<file path="src/rtl/urln_pkg.sv">
// Shared types, character constants and small character helpers for the
// streaming URL normalizer. No dependencies.
package urln_pkg;

    // Results that one input byte can cause at most: ':' '-' ten digits '/'
    localparam int MAX_RES     = 13;
    localparam int CNT_W       = 4;
    localparam int PORT_DIGITS = 10;
    localparam int DIG_IDX_W   = 4;

    localparam logic [7:0] CH_COLON   = 8'h3A;
    localparam logic [7:0] CH_SLASH   = 8'h2F;
    localparam logic [7:0] CH_QMARK   = 8'h3F;
    localparam logic [7:0] CH_HASH    = 8'h23;
    localparam logic [7:0] CH_PERCENT = 8'h25;
    localparam logic [7:0] CH_MINUS   = 8'h2D;
    localparam logic [7:0] CH_DOT     = 8'h2E;
    localparam logic [7:0] CH_UNDER   = 8'h5F;
    localparam logic [7:0] CH_TILDE   = 8'h7E;
    localparam logic [7:0] CH_ZERO    = 8'h30;
    localparam logic [7:0] CH_H       = 8'h68;
    localparam logic [7:0] CH_T       = 8'h74;
    localparam logic [7:0] CH_P       = 8'h70;
    localparam logic [7:0] CH_S       = 8'h73;

    // Largest magnitudes of a 32-bit signed int, as packed decimal digits
    localparam logic [4*PORT_DIGITS-1:0] LIM_POS = 40'h2147483647;
    localparam logic [4*PORT_DIGITS-1:0] LIM_NEG = 40'h2147483648;

    typedef enum logic [2:0] {
        PH_PREFIX    = 3'd0,
        PH_REJECT    = 3'd1,
        PH_HOST      = 3'd2,
        PH_PORT      = 3'd3,
        PH_PORT_SKIP = 3'd4,
        PH_PATH      = 3'd5,
        PH_QUERY     = 3'd6,
        PH_FRAG      = 3'd7
    } urln_phase_t;

    typedef logic [MAX_RES-1:0][7:0] urln_bytes_t;

    // All results caused by one input byte, head at index 0
    typedef struct packed {
        urln_bytes_t        bytes;
        logic [CNT_W-1:0]   cnt;
        logic               has;
        logic               ok;
        logic               last;
    } urln_group_t;

    function automatic logic [7:0] to_lower(input logic [7:0] c);
        return (c >= 8'h41 && c <= 8'h5A) ? (c | 8'h20) : c;
    endfunction

    function automatic logic is_digit(input logic [7:0] c);
        return (c >= 8'h30 && c <= 8'h39);
    endfunction

    function automatic logic is_hex(input logic [7:0] c);
        return is_digit(c) || (c >= 8'h61 && c <= 8'h66) || (c >= 8'h41 && c <= 8'h46);
    endfunction

    function automatic logic [3:0] hex_val(input logic [7:0] c);
        return is_digit(c) ? c[3:0] : 4'(c[3:0] + 4'd9);
    endfunction

    function automatic logic is_unreserved(input logic [7:0] c);
        return (c >= 8'h41 && c <= 8'h5A) || (c >= 8'h61 && c <= 8'h7A) || is_digit(c) ||
               c == CH_MINUS || c == CH_DOT || c == CH_UNDER || c == CH_TILDE;
    endfunction

    function automatic logic [7:0] scheme_char(input logic [1:0] idx);
        logic [7:0] ch;
        unique case (idx)
            2'd0:    ch = CH_H;
            2'd1:    ch = CH_T;
            2'd2:    ch = CH_T;
            default: ch = CH_P;
        endcase
        return ch;
    endfunction

    function automatic logic [7:0] sep_char(input logic [1:0] idx);
        logic [7:0] ch;
        unique case (idx)
            2'd0:    ch = CH_COLON;
            default: ch = CH_SLASH;
        endcase
        return ch;
    endfunction

endpackage

</file>
<file path="src/rtl/urln_parse.sv">
// URL parser: phase state, port digit store and escape state, and the
// combinational build of all result bytes one input byte causes. Uses urln_pkg.
module urln_parse (
    input  logic                 aclk,
    input  logic                 aresetn,
    input  logic                 take,
    input  logic [7:0]           in_byte,
    input  logic                 in_last,
    output urln_pkg::urln_group_t grp
);
    import urln_pkg::*;

    urln_phase_t          phase_reg, phase_next;
    logic [2:0]           pos_reg, pos_next;
    logic                 sec_reg, sec_next;
    logic [CNT_W-1:0]     len_reg, len_next;
    logic                 neg_reg, neg_next;
    logic                 inv_reg, inv_next;
    logic [1:0]           esc_reg, esc_next;
    logic [7:0]           held_reg, held_next;
    logic                 qmark_reg, qmark_next;
    logic [3:0]           dig_reg [PORT_DIGITS];

    // port update results
    logic [CNT_W-1:0]     len_upd;
    logic                 neg_upd;
    logic                 inv_upd;
    logic                 to_skip;
    logic                 dig_we;
    logic [DIG_IDX_W-1:0] dig_idx;
    logic [3:0]           dig_upd [PORT_DIGITS];

    // authority end sequence
    urln_bytes_t          e_bytes;
    logic [CNT_W-1:0]     e_cnt;
    logic [CNT_W-1:0]     e_end;
    logic                 port_act;
    logic                 port_ok;
    logic                 dash;
    logic                 ovf;
    logic                 minus_one;
    logic                 dflt;
    logic [4*PORT_DIGITS-1:0] bcd;
    logic [7:0]           cand_nd [MAX_RES];
    logic [7:0]           cand_d  [MAX_RES];

    logic [7:0]           lc;
    logic                 is_term;
    logic [2:0]           k3;
    logic [7:0]           dec_v;
    logic [7:0]           x_val;
    logic                 x_en;
    urln_group_t          g;

    assign lc      = to_lower(in_byte);
    assign is_term = (in_byte == CH_SLASH) || (in_byte == CH_QMARK) || (in_byte == CH_HASH);
    assign k3      = 3'(pos_reg - 3'd4 - {2'b00, sec_reg});
    assign dec_v   = {hex_val(held_reg), hex_val(in_byte)};

    // Update the port parse with a non-terminating byte in the port phase
    always_comb begin
        len_upd = len_reg;
        neg_upd = neg_reg;
        inv_upd = inv_reg;
        to_skip = 1'b0;
        dig_we  = 1'b0;
        dig_idx = len_reg;
        if (phase_reg == PH_PORT && !is_term) begin
            if (is_digit(in_byte)) begin
                if (len_reg == '0) begin
                    dig_we  = 1'b1;
                    dig_idx = '0;
                    len_upd = CNT_W'(1);
                end else if (len_reg == CNT_W'(1) && dig_reg[0] == 4'd0) begin
                    dig_we  = 1'b1;
                    dig_idx = '0;
                end else if (len_reg < CNT_W'(PORT_DIGITS)) begin
                    dig_we  = 1'b1;
                    len_upd = len_reg + CNT_W'(1);
                end else begin
                    inv_upd = 1'b1;
                end
            end else if (in_byte == CH_MINUS && len_reg == '0 && !neg_reg) begin
                neg_upd = 1'b1;
            end else begin
                if (len_reg == '0) begin
                    inv_upd = 1'b1;
                end
                to_skip = 1'b1;
            end
        end
    end

    // Digit store as it stands after this byte
    always_comb begin
        for (int i = 0; i < PORT_DIGITS; i++) begin
            dig_upd[i] = (dig_we && dig_idx == DIG_IDX_W'(i)) ? in_byte[3:0] : dig_reg[i];
        end
    end

    // Build the authority end: optional ":[-]digits", then '/'
    always_comb begin
        for (int i = 0; i < PORT_DIGITS; i++) begin
            bcd[4*(PORT_DIGITS-1-i) +: 4] = dig_upd[i];
        end
        port_act  = (phase_reg == PH_PORT) || (phase_reg == PH_PORT_SKIP);
        minus_one = neg_upd && len_upd == CNT_W'(1) && dig_upd[0] == 4'd1;
        dash      = neg_upd && !(len_upd == CNT_W'(1) && dig_upd[0] == 4'd0);
        ovf       = (len_upd == CNT_W'(PORT_DIGITS)) && (bcd > (neg_upd ? LIM_NEG : LIM_POS));
        dflt      = !neg_upd &&
                    ((!sec_reg && len_upd == CNT_W'(2) && dig_upd[0] == 4'd8 &&
                      dig_upd[1] == 4'd0) ||
                     (sec_reg && len_upd == CNT_W'(3) && dig_upd[0] == 4'd4 &&
                      dig_upd[1] == 4'd4 && dig_upd[2] == 4'd3));
        port_ok   = port_act && len_upd != '0 && !inv_upd && !ovf && !minus_one && !dflt;
        e_end     = {3'b000, dash} + len_upd + CNT_W'(1);

        cand_nd[0] = CH_COLON;
        cand_d[0]  = CH_COLON;
        cand_d[1]  = CH_MINUS;
        for (int i = 0; i < PORT_DIGITS; i++) begin
            cand_nd[i+1] = CH_ZERO | {4'h0, dig_upd[i]};
            cand_d[i+2]  = CH_ZERO | {4'h0, dig_upd[i]};
        end
        cand_nd[11] = 8'h00;
        cand_nd[12] = 8'h00;
        cand_d[12]  = 8'h00;

        for (int j = 0; j < MAX_RES; j++) begin
            if (!port_ok) begin
                e_bytes[j] = (j == 0) ? CH_SLASH : 8'h00;
            end else if (CNT_W'(j) < e_end) begin
                e_bytes[j] = dash ? cand_d[j] : cand_nd[j];
            end else if (CNT_W'(j) == e_end) begin
                e_bytes[j] = CH_SLASH;
            end else begin
                e_bytes[j] = 8'h00;
            end
        end
        e_cnt = port_ok ? e_end + CNT_W'(1) : CNT_W'(1);
    end

    // Per-phase next state and result bytes
    always_comb begin
        phase_next = phase_reg;
        pos_next   = pos_reg;
        sec_next   = sec_reg;
        len_next   = len_upd;
        neg_next   = neg_upd;
        inv_next   = inv_upd;
        esc_next   = esc_reg;
        held_next  = held_reg;
        qmark_next = qmark_reg;
        x_val      = in_byte;
        x_en       = 1'b0;
        g          = '0;
        g.has      = 1'b1;
        g.ok       = 1'b1;

        unique case (phase_reg)
            PH_PREFIX: begin
                if (pos_reg < 3'd4) begin
                    if (lc == scheme_char(pos_reg[1:0])) begin
                        pos_next = pos_reg + 3'd1;
                    end else begin
                        phase_next = PH_REJECT;
                    end
                end else if (pos_reg == 3'd4 && !sec_reg && lc == CH_S) begin
                    sec_next = 1'b1;
                    pos_next = 3'd5;
                end else if (k3 > 3'd2 || in_byte != sep_char(k3[1:0])) begin
                    phase_next = PH_REJECT;
                end else if (k3 < 3'd2) begin
                    pos_next = pos_reg + 3'd1;
                end else begin
                    // prefix complete: emit the lower-case scheme and separator
                    g.bytes[0] = CH_H;
                    g.bytes[1] = CH_T;
                    g.bytes[2] = CH_T;
                    g.bytes[3] = CH_P;
                    if (sec_reg) begin
                        g.bytes[4] = CH_S;
                        g.bytes[5] = CH_COLON;
                        g.bytes[6] = CH_SLASH;
                        g.bytes[7] = CH_SLASH;
                        g.bytes[8] = in_last ? CH_SLASH : 8'h00;
                        g.cnt      = in_last ? CNT_W'(9) : CNT_W'(8);
                    end else begin
                        g.bytes[4] = CH_COLON;
                        g.bytes[5] = CH_SLASH;
                        g.bytes[6] = CH_SLASH;
                        g.bytes[7] = in_last ? CH_SLASH : 8'h00;
                        g.cnt      = in_last ? CNT_W'(8) : CNT_W'(7);
                    end
                    pos_next   = 3'd0;
                    phase_next = PH_HOST;
                end
            end
            PH_REJECT: begin
            end
            PH_HOST, PH_PORT, PH_PORT_SKIP: begin
                if (is_term) begin
                    g.bytes = e_bytes;
                    g.cnt   = e_cnt;
                    if (in_byte == CH_SLASH) begin
                        phase_next = PH_PATH;
                    end else if (in_byte == CH_QMARK) begin
                        qmark_next = 1'b1;
                        phase_next = PH_QUERY;
                    end else begin
                        phase_next = PH_FRAG;
                    end
                end else begin
                    if (phase_reg == PH_HOST) begin
                        if (in_byte == CH_COLON) begin
                            phase_next = PH_PORT;
                        end else begin
                            g.bytes[0] = lc;
                            g.cnt      = CNT_W'(1);
                        end
                    end else if (to_skip) begin
                        phase_next = PH_PORT_SKIP;
                    end
                    // close the authority on the final byte
                    if (in_last) begin
                        if (g.cnt != '0) begin
                            g.bytes[1] = CH_SLASH;
                            g.cnt      = CNT_W'(2);
                        end else begin
                            g.bytes = e_bytes;
                            g.cnt   = e_cnt;
                        end
                    end
                end
            end
            PH_PATH: begin
                if (esc_reg == 2'd1 && is_hex(in_byte)) begin
                    held_next = in_byte;
                    esc_next  = 2'd2;
                    if (in_last) begin
                        g.bytes[0] = CH_PERCENT;
                        g.bytes[1] = in_byte;
                        g.cnt      = CNT_W'(2);
                    end
                end else if (esc_reg == 2'd2 && is_hex(in_byte)) begin
                    esc_next = 2'd0;
                    if (is_unreserved(dec_v)) begin
                        g.bytes[0] = dec_v;
                        g.cnt      = CNT_W'(1);
                    end else begin
                        g.bytes[0] = CH_PERCENT;
                        g.bytes[1] = held_reg;
                        g.bytes[2] = in_byte;
                        g.cnt      = CNT_W'(3);
                    end
                end else begin
                    // flush a pending escape, then handle the byte itself
                    if (esc_reg != 2'd0) begin
                        g.bytes[0] = CH_PERCENT;
                    end
                    if (esc_reg[1]) begin
                        g.bytes[1] = held_reg;
                    end
                    esc_next = 2'd0;
                    if (in_byte == CH_PERCENT) begin
                        esc_next = 2'd1;
                        x_en     = in_last;
                    end else if (in_byte == CH_QMARK) begin
                        qmark_next = 1'b1;
                        phase_next = PH_QUERY;
                    end else if (in_byte == CH_HASH) begin
                        phase_next = PH_FRAG;
                    end else begin
                        x_en = 1'b1;
                    end
                    if (x_en) begin
                        g.bytes[{2'b00, esc_reg}] = x_val;
                    end
                    g.cnt = {2'b00, esc_reg} + {3'b000, x_en};
                end
            end
            PH_QUERY: begin
                if (in_byte == CH_HASH) begin
                    qmark_next = 1'b0;
                    phase_next = PH_FRAG;
                end else if (qmark_reg) begin
                    qmark_next = 1'b0;
                    g.bytes[0] = CH_QMARK;
                    g.bytes[1] = in_byte;
                    g.cnt      = CNT_W'(2);
                end else begin
                    g.bytes[0] = in_byte;
                    g.cnt      = CNT_W'(1);
                end
            end
            PH_FRAG: begin
            end
            default: begin
            end
        endcase

        // Close the URL: reject item or empty item, mark last, clear state
        if (in_last) begin
            if (phase_next == PH_PREFIX || phase_next == PH_REJECT) begin
                g     = '0;
                g.cnt = CNT_W'(1);
            end else if (g.cnt == '0) begin
                g.bytes = '0;
                g.cnt   = CNT_W'(1);
                g.has   = 1'b0;
                g.ok    = 1'b1;
            end
            g.last     = 1'b1;
            phase_next = PH_PREFIX;
            pos_next   = 3'd0;
            sec_next   = 1'b0;
            len_next   = '0;
            neg_next   = 1'b0;
            inv_next   = 1'b0;
            esc_next   = 2'd0;
            held_next  = 8'h00;
            qmark_next = 1'b0;
        end
    end

    assign grp = g;

    // Advance the parse state on each accepted transaction
    always_ff @(posedge aclk) begin
        if (!aresetn) begin
            phase_reg <= PH_PREFIX;
            pos_reg   <= 3'd0;
            sec_reg   <= 1'b0;
            len_reg   <= '0;
            neg_reg   <= 1'b0;
            inv_reg   <= 1'b0;
            esc_reg   <= 2'd0;
            held_reg  <= 8'h00;
            qmark_reg <= 1'b0;
        end else if (take) begin
            phase_reg <= phase_next;
            pos_reg   <= pos_next;
            sec_reg   <= sec_next;
            len_reg   <= len_next;
            neg_reg   <= neg_next;
            inv_reg   <= inv_next;
            esc_reg   <= esc_next;
            held_reg  <= held_next;
            qmark_reg <= qmark_next;
        end
    end

    // Store port digits; entries hold stale values until rewritten
    always_ff @(posedge aclk) begin
        if (take && dig_we) begin
            dig_reg[dig_idx] <= in_byte[3:0];
        end
    end

endmodule

</file>
<file path="src/rtl/urln_emit.sv">
// Result side: holds the byte group of one transaction, shifts it out one
// result per cycle, unless the receiver stalls, into the output register. Uses urln_pkg.
module urln_emit (
    input  logic                  aclk,
    input  logic                  aresetn,
    input  logic                  load,
    input  urln_pkg::urln_group_t grp,
    output logic                  ready,
    output logic                  m_valid,
    input  logic                  m_ready,
    output logic [7:0]            m_out_byte,
    output logic                  m_has_byte,
    output logic                  m_url_ok,
    output logic                  m_out_last
);
    import urln_pkg::*;

    urln_bytes_t      bytes_reg, bytes_next;
    logic [CNT_W-1:0] cnt_reg, cnt_next;
    logic             has_reg, has_next;
    logic             ok_reg, ok_next;
    logic             last_reg, last_next;

    logic             valid_reg, valid_next;
    logic [7:0]       byte_reg, byte_next;
    logic             obyte_has_reg, obyte_has_next;
    logic             url_ok_reg, url_ok_next;
    logic             out_last_reg, out_last_next;

    logic             pop;

    assign pop   = (cnt_reg != '0) && (!valid_reg || m_ready);
    assign ready = (cnt_reg == '0) || (cnt_reg == CNT_W'(1) && pop);

    // Shift the group on each pop, load a new group when one arrives
    always_comb begin
        bytes_next = bytes_reg;
        cnt_next   = cnt_reg - {{(CNT_W-1){1'b0}}, pop};
        has_next   = has_reg;
        ok_next    = ok_reg;
        last_next  = last_reg;
        if (pop) begin
            bytes_next = {8'h00, bytes_reg[MAX_RES-1:1]};
        end
        if (load && grp.cnt != '0) begin
            bytes_next = grp.bytes;
            cnt_next   = grp.cnt;
            has_next   = grp.has;
            ok_next    = grp.ok;
            last_next  = grp.last;
        end
    end

    // Output register: fill on pop, drop when the receiver takes it
    always_comb begin
        valid_next     = pop || (valid_reg && !m_ready);
        byte_next      = byte_reg;
        obyte_has_next = obyte_has_reg;
        url_ok_next    = url_ok_reg;
        out_last_next  = out_last_reg;
        if (pop) begin
            byte_next      = has_reg ? bytes_reg[0] : 8'h00;
            obyte_has_next = has_reg;
            url_ok_next    = ok_reg;
            out_last_next  = last_reg && (cnt_reg == CNT_W'(1));
        end
    end

    always_ff @(posedge aclk) begin
        if (!aresetn) begin
            cnt_reg   <= '0;
            valid_reg <= 1'b0;
        end else begin
            cnt_reg   <= cnt_next;
            valid_reg <= valid_next;
        end
    end

    always_ff @(posedge aclk) begin
        bytes_reg     <= bytes_next;
        has_reg       <= has_next;
        ok_reg        <= ok_next;
        last_reg      <= last_next;
        byte_reg      <= byte_next;
        obyte_has_reg <= obyte_has_next;
        url_ok_reg    <= url_ok_next;
        out_last_reg  <= out_last_next;
    end

    assign m_valid    = valid_reg;
    assign m_out_byte = byte_reg;
    assign m_has_byte = obyte_has_reg;
    assign m_url_ok   = url_ok_reg;
    assign m_out_last = out_last_reg;

endmodule

</file>
<file path="src/rtl/url_normalizer_stream.sv">
// Streaming URL normalizer: one URL character in per transaction, the
// normalized URL out one character per transaction.
// Depends on urln_pkg, urln_parse and urln_emit.
//
// Input channel (s_): s_in_byte is one URL character, s_in_last marks the
// final character of a URL. Output channel (m_): m_out_byte carries one
// normalized character when m_has_byte is 1; a URL that fails the scheme
// check yields a single item with m_has_byte = 0 and m_url_ok = 0, and a
// final character that yields nothing gives one empty item with
// m_has_byte = 0. m_out_last marks the final item of each URL.
// The first result of an accepted byte passes through the group register and
// then the output register before it appears on m_valid.
// Throughput: one result per cycle while m_ready is high. A byte that yields
// zero or one results is then taken every cycle; a byte that yields k results
// (up to 13, for the scheme or a long port) holds s_ready low while the
// group register drains into the output register one result per cycle.
// When the receiver stalls, the output and group registers hold, and s_ready
// stays low while the group register holds a result that cannot move on.
// Reset empties both registers and clears all parse state but the port digits.
module url_normalizer_stream (
    input  logic       aclk,
    input  logic       aresetn,
    input  logic       s_valid,
    output logic       s_ready,
    input  logic [7:0] s_in_byte,
    input  logic       s_in_last,
    output logic       m_valid,
    input  logic       m_ready,
    output logic [7:0] m_out_byte,
    output logic       m_has_byte,
    output logic       m_url_ok,
    output logic       m_out_last
);
    import urln_pkg::*;

    urln_group_t grp;
    logic        take;

    assign take = s_valid && s_ready;

    // Parse each accepted byte into its group of results
    urln_parse u_parse (
        .aclk    (aclk),
        .aresetn (aresetn),
        .take    (take),
        .in_byte (s_in_byte),
        .in_last (s_in_last),
        .grp     (grp)
    );

    // Drain groups onto the result channel
    urln_emit u_emit (
        .aclk       (aclk),
        .aresetn    (aresetn),
        .load       (take),
        .grp        (grp),
        .ready      (s_ready),
        .m_valid    (m_valid),
        .m_ready    (m_ready),
        .m_out_byte (m_out_byte),
        .m_has_byte (m_has_byte),
        .m_url_ok   (m_url_ok),
        .m_out_last (m_out_last)
    );

endmodule
</file>
<file path="config.mk">
export PLATFORM = sky130hd
export DESIGN_NAME = url_normalizer_stream
export DESIGN_NICKNAME = d
export VERILOG_FILES = /design/src/rtl/urln_pkg.sv /design/src/rtl/urln_parse.sv /design/src/rtl/urln_emit.sv /design/src/rtl/url_normalizer_stream.sv
export SDC_FILE = /design/constraint.sdc
export NUM_CORES = 1
export LEC_CHECK = 0
export BUFFER_PORTS_ARGS = -buffer_cell sky130_fd_sc_hd__buf_2
export CAP_MARGIN = 20
export CORE_ASPECT_RATIO = 0.8
export CORE_UTILIZATION = 55
export DETAILED_ROUTE_END_ITERATION = 6
export PLACE_DENSITY = 0.7
export SYNTH_ARGS = -nofsm -noshare
export SYNTH_HDL_FRONTEND = slang
export SYNTH_SLANG_ARGS = --single-unit
</file>
<file path="constraint.sdc">
create_clock -name aclk -period 14.49 [get_ports aclk]
set_input_delay 0.7245 -clock aclk [delete_from_list [all_inputs] [get_ports aclk]]
set_output_delay 0.7245 -clock aclk [all_outputs]
set_load 0.05 [all_outputs]
</file>
After elaboration in Yosys (flattened, before gate mapping):

Memories as Yosys holds them, arrays and structs flattened.
Cells that the tools add are included.
Widths: inputs -> output; s select.

* bits in registers: 147
* memory bits (writable): 40
* input bits: 13
* output and inout bits: 13
* logic and storage cells: 461
* memories kept: 1

* add/sub/neg operators: 11
* magnitude comparators: 35
* eq/ne operators: 64
* muxes and demuxes: 209
* reductions and logical operators: 110

Memory list
* u_parse.dig_reg: depth 10, bits a word 4, read ports 10, clocked after Yosys merged registers in 0, wr ports 1, line urln_parse.sv:22 `logic [3:0] dig_reg [PORT_DIGITS];`

Operators by type and width (count)
* $mux 104: 6
* $mux 76: 4
* $mux 8: 38
* $mux 110: 2
* $mux 108: 2
* $mux 88: 2
* $pmux 56 s3: 1
* $mux 6: 25
* $mux 4: 37
* $mux 111: 1
* $bwmux 104: 1
* $mux 80: 1
* $pmux 20 s4: 1
* $mux 12: 6
* $mux 3: 23
* $eq 8x6->1 const B: 8
* $pmux 32 s2: 1
* $mux 20: 3
* $logic_and 1x1->1: 52
* $mux 1: 42
* $gt 40x40->1: 1
* $le 8x7->1 const B: 5
* $ge 8x7->1 const B: 4
* $logic_not 4->1: 8
* 61 further kinds: 155

Logic depth before layout (Yosys ltp):

An unclocked memory read counts as a cell.

* depth in word-level cells: 31
* depth in mapped cells: 27
* gate-level depth less buffers: 21

By module:

From an unflattened synthesis, not the netlist that was laid out.

* cells, all modules: 1525
* area total of the unflattened synthesis: 12847.3 um2

Modules (own cells, without submodules)
* urln_parse: times used 1, cells an instance 1041, area an instance 7663.6 um2, sequential area each 1681.6 um2
* urln_emit: times used 1, cells an instance 483, area an instance 5177.5 um2, sequential area each 3643.5 um2
* url_normalizer_stream: times used 1, cells an instance 1, area an instance 6.3 um2, sequential area each 0.0 um2

Worst setup path before layout:

No wires, ideal clock.

* path kind: input port to flip-flop
* start point: input s_in_byte[0]
* end point: register u_emit.bytes_reg[0] (netlist name), enable pin
* library setup time: 532 ps
* data arrival time: 8620 ps
* slack: 5337 ps
* stages on the path: 26
* buffers on the path: 6
* cells stage by stage: buf_1 -> inv_2 -> ha_1 -> o21bai_4 -> a211o_1 -> buf_6 -> clkbuf_1 -> o31ai_1 -> a2bb2oi_1 -> a41oi_2 -> clkinv_1 -> clkbuf_1 -> buf_1 -> ha_1 -> inv_1 -> ha_1 -> ha_1 -> inv_1 -> xnor3_1 -> and4b_1 -> o32ai_2 -> o211ai_2 -> o211ai_4 -> o21ai_2 -> buf_2 -> o21ai_1

* cells in the longest elaborated chain, start to end: 29
* elaborated cells on any way between the ends: 191
* those cells by class: add/sub: 5; order compare: 14; eq/ne: 32; mux: 69; reduce/logical: 71

Ends and longest elaborated chain
* start, declared: line url_normalizer_stream.sv:25 `input logic [7:0] s_in_byte,`
* parallel branches: the longest is 25 deep, another holds $ge 8x6->1
* $mux 111 *: line urln_parse.sv:303 `if (in_last) begin`
* $reduce_bool 4->1 *: line urln_emit.sv:45 `if (load && grp.cnt != '0) begin`
* $logic_and 1x1->1 *: line urln_emit.sv:45
* $reduce_bool 2->1 (no source line) *
* end signal, assigned: line urln_emit.sv:80 `bytes_reg <= bytes_next;`
* end, declared: line urln_emit.sv:18 `urln_bytes_t bytes_reg, bytes_next;`

Every way passes the cells marked *. The select of a mux whose other input is x is not followed.
A chain may end at the register's enable or synchronous reset.

Worst setup path in the final report:

* start point: input s_in_byte[0]
* end point: register u_emit.ok_reg, enable pin

* cells in the longest elaborated chain, start to end: 28
* elaborated cells on any way between the ends: 190
* those cells by class: add/sub: 5; order compare: 14; eq/ne: 32; mux: 69; reduce/logical: 70

Ends and longest elaborated chain
* parallel branches: the longest is 25 deep, another holds $ge 8x6->1
* $mux 111 *: line urln_parse.sv:303
* $reduce_bool 4->1 *: line urln_emit.sv:45
* $logic_and 1x1->1 *: line urln_emit.sv:45
* end signal, assigned: line urln_emit.sv:82 `ok_reg <= ok_next;`
* end, declared: line urln_emit.sv:21 `logic ok_reg, ok_next;`

Marks and branches as above.

==> run_results.csv <==
group,metric,value,unit
placed_design,dpl.hpwl,28200,µm
pwr,max-vdd-ir-drop,0.172,mV
logic_synthesis,synthFlopType,"edfxtp_1",
routing,wl,39800,µm
critical_path,r2r-start,"u_parse.len_reg[0]$_SDFFE_PN0P_",
global_routing,track_usage,37.5,%
critical_path,cp.arrival,7590,ps
global_routing,met2_usage,56.5,%
logic_synthesis,synth_area,11500,µm²
routing,wire_per_inst,26.0,µm
floorplan,die_w,163,µm
clock_network,cts_root_buf,"clkbuf_16",
clock_network,clk_pin_slew_worst_paths,80,ps
floorplan,num_io_pins,26,
clock_network,clockBufferDepth,2,
layout,fillCellCount,1761,
logic_synthesis,synth_nets,1323,
floorplan,die_y,131,µm
logic_synthesis,async_reset_ff_share,0,%
timing,tns,0,ps
routing,drc,31,
critical_path,r2r_slack,7510,ps
timing,hold_violations,0,
global_routing,grt_overflow_total,0,
critical_path,crit_fanout,80,
layout,area_delta_synth_final,7.72,%
routing,drt.antenna.violating_nets,0,
min_path,hold_path_class,"reg2reg",
placed_design,portBuffers,25,
timing,finalCritPeriodShare,51.4,%
logic_synthesis,yosysWarnings,0,
global_routing,grt_pass1_vias,10000,
routing,viasPerCell,7.11,
floorplan,die_area,21400,µm²
global_routing,antenna_found_initial,1,
layout,final_common_cell,"edfxtp_1",
logic_synthesis,synth_cells,1276,
min_path,worstHoldEndpoint,"u_emit.m_url_ok$_DFFE_PP_",
global_routing,grt_util_met3,9.66,%
clock_network,insertion_delay,450,ps
clock_network,h-tree-depth,4,
layout,drive_above_1_share,9.08,%
layout,antenna_cells,0,
clock_network,cts_hold_buf,0,
logic_synthesis,synth_edf_count,136,
timing,slew_violations,0,
outcome,violations,"design-rule violations",
clock_network,cts_tree,"done",
min_path,min_from,"u_emit.ok_reg$_SDFFCE_PN1P_",
clock_network,post_cts_buffers,0,
pwr,power_density,143,nW/µm²
critical_path,path_delay_family,"compound AO/OA/AOI/OAI gates",
logic_synthesis,avgSynthCellArea,8.99,µm²
floorplan,start_util,57.0,%
clock_network,cts_inserted_buffers,17,
critical_path,cp_cell_sequence,"buf_2, buf_4, inv_2, ha_1, o21bai_4, a2111oi_1, nand3_1, a2bb2oi_1, a41oi_4, buf_4, clkinv_1, ha_1, inv_1, ha_1, inv_1, nor4b_1, and4b_1, o32ai_2, o211ai_2, o211ai_4, o21ai_4, buf_4, inv_1",
critical_path,cp.required,14640,ps
floorplan,rows,46,
logic_synthesis,synth-seq-cells,165,
placed_design,routabilityCongestion,1.03,
critical_path,cp-start-kind,"primary input",
layout,largest_register_ffs,82,
job,drv_cap,0,
layout,stdcell_count,1531,
global_routing,grt_pass1_wl,60700,µm
routing,num_vias,10900,
logic_synthesis,ys_seq_area_share,40.6,%
timing,period_needed,7450,ps
min_path,whs_path_depth,0,
floorplan,coreArea,20100,µm²
logic_synthesis,ys_types,96,
critical_path,r2r-end,"u_emit.ok_reg$_SDFFCE_PN1P_",
pwr,sequentialPowerShare,45.7,%
global_routing,grt_max_degree,83,
clock_network,cts_resized,0,
timing,max_clock_freq,134,MHz
outcome,status,"finished with violations",
placed_design,placed_cells_incl_taps,1499,
critical_path,endpoint_kind,"flip-flop",
layout,most-common-layout-cells,"edfxtp_1, nor2_1, nand2_1",
pwr,internal_power,1150,µW
routing,firstDrtPassIters,7,
pwr,leakagePower,0.00433,µW
pwr,pwr-share-comb,27.0,%
timing,setup_viol,0,
critical_path,max_stage_delay,1020,ps
timing,rsz0062_at_grt,"false",
layout,nNetsFinal,1301,
critical_path,path_buf_inv,9,
pwr,p_clk_share,27.3,%
critical_path,slowest_stage,"a2111oi_1",
clock_network,clock-sinks,165,
timing,worst_slew_pin_slew,1120,ps
timing,max_slew_margin,24.8,%
placed_design,placed_cell_area,11700,µm²
routing,drt-initial-drc-count,1744,
timing,fin_worst_skew,26.0,ps
pwr,power.total,1760,µW
global_routing,globalRoute.busiestLayer,"met2",
critical_path,reg2regPathDepth,22,
layout,post-route-util,61.4,%
pwr,switching_share,34.6,%
layout,final_cell_area,12400,µm²
pwr,switching_power,610,µW
critical_path,path_class,"in2reg",
global_routing,use_met1,51.4,%
==> metrics by stage <==
step / hold slack (ps) / setup WS, ps
2_1_floorplan: 400 / 5340
3_3_place_gp: 416 / 7040
3_5_place_dp: 414 / 6910
4_1_cts: 432 / 7350
5_1_grt: 443 / 6800
6_report: 439 / 7040
==> per-layer routing <==
metal / vias to the layer above / part of all wire, %
li1: 4874 / -
met4: 2 / 3.5
met3: 106 / 11
met5: - / 0.023
met2: 701 / 43
met1: 5208 / 42
==> synthesized netlist by cell type, types with 7 or more instances <==
master | instances | area (µm²)
edfxtp_1 | 136 | 4080
nor2_1 | 134 | 503
nand2_1 | 113 | 424
a21oi_1 | 102 | 510
clkbuf_1 | 61 | 229
nand3_1 | 60 | 300
o21ai_0 | 52 | 260
a22o_1 | 47 | 412
inv_1 | 36 | 135
nor3_1 | 36 | 180
ha_1 | 34 | 425
dfxtp_1 | 29 | 581
o2bb2ai_1 | 27 | 236
a31oi_1 | 23 | 144
and2_1 | 22 | 138
o211ai_1 | 21 | 158
a22oi_1 | 18 | 135
and3_1 | 18 | 113
a211oi_1 | 17 | 128
buf_2 | 17 | 85.1
nand2b_1 | 16 | 100
o31ai_1 | 16 | 120
nand4_1 | 13 | 81.3
mux2i_1 | 11 | 110
nor4_1 | 9 | 56.3
xnor2_1 | 9 | 78.8
a311oi_1 | 8 | 70.1
nor2b_1 | 8 | 50.1
o21ai_1 | 8 | 40.0
o22ai_1 | 8 | 50.1
or2_2 | 8 | 50.1
a2111oi_0 | 7 | 61.3
a211o_1 | 7 | 61.3
a21o_1 | 7 | 52.6
nor3b_1 | 7 | 52.6
==> worst max path at each step <==
stage                  from                        endpoint  slack [ps]  cells past startpoint
4_1_cts        s_in_byte[0]  u_emit.bytes_reg[17]$_DFFE_PP_        7350                     24
5_1_grt        s_in_byte[0]    u_emit.has_reg$_SDFFCE_PN1P_        6800                     23
6_report       s_in_byte[0]     u_emit.ok_reg$_SDFFCE_PN1P_        7040                     23
3_5_place_dp   s_in_byte[0]  u_emit.bytes_reg[67]$_DFFE_PP_        6910                     23
2_1_floorplan  s_in_byte[0]   u_emit.bytes_reg[0]$_DFFE_PP_        5340                     26
3_3_place_gp   s_in_byte[0]  u_emit.bytes_reg[81]$_DFFE_PP_        7040                     24
==> layout make-up <==
type / instances / area, µm² / area share (%)
Clock buffer: 17 / 425 / 3.44
Clock inverter: 15 / 188 / 1.52
Inverter: 40 / 150 / 1.21
Multi-Input combinational cell: 984 / 6320 / 51.1
Sequential cell: 165 / 4660 / 37.7
Tap cell: 264 / 330 / 2.67
Timing Repair Buffer: 46 / 283 / 2.29
==> cells by family (layout without fill, tap and decap cells) <==
kind of cell / count (synthesis) / in the layout / share of synthesized area [%]
buf+inv: 127 / 118 / 4.54
mux: 15 / 15 / 1.38
fa+ha+maj: 34 / 34 / 3.71
simple gates: 477 / 477 / 20.5
flops: 165 / 165 / 40.6
compound gates: 443 / 443 / 28.0
xor+xnor: 15 / 15 / 1.26
==> worst reg2reg max path, stage by stage, from the launching register on <==
cell and delay [ps]:
dfxtp_1 490, inv_1 200, ha_1 340, nor3b_1 500, nand4_1 160, nor3_1 210
or2_2 320, inv_1 260, a41oi_4 220, buf_4 430, clkinv_1 190, ha_1 250
inv_1 60, ha_1 230, inv_1 150, nor4b_1 730, and4b_1 320, o32ai_2 100
o211ai_2 170, o211ai_4 200, o21ai_4 210, buf_4 680, inv_1 270
==> power by group through the flow <==
stage                     sequential, µW  clock, µW  combinational, µW
after detailed placement             815          0                469
after global placement               812          0                457
after floorplan                      878          0                298
final                                807        481                476
after global routing                 821        500                512
after CTS                            806        483                472
Power figures use the tool's default switching activity.
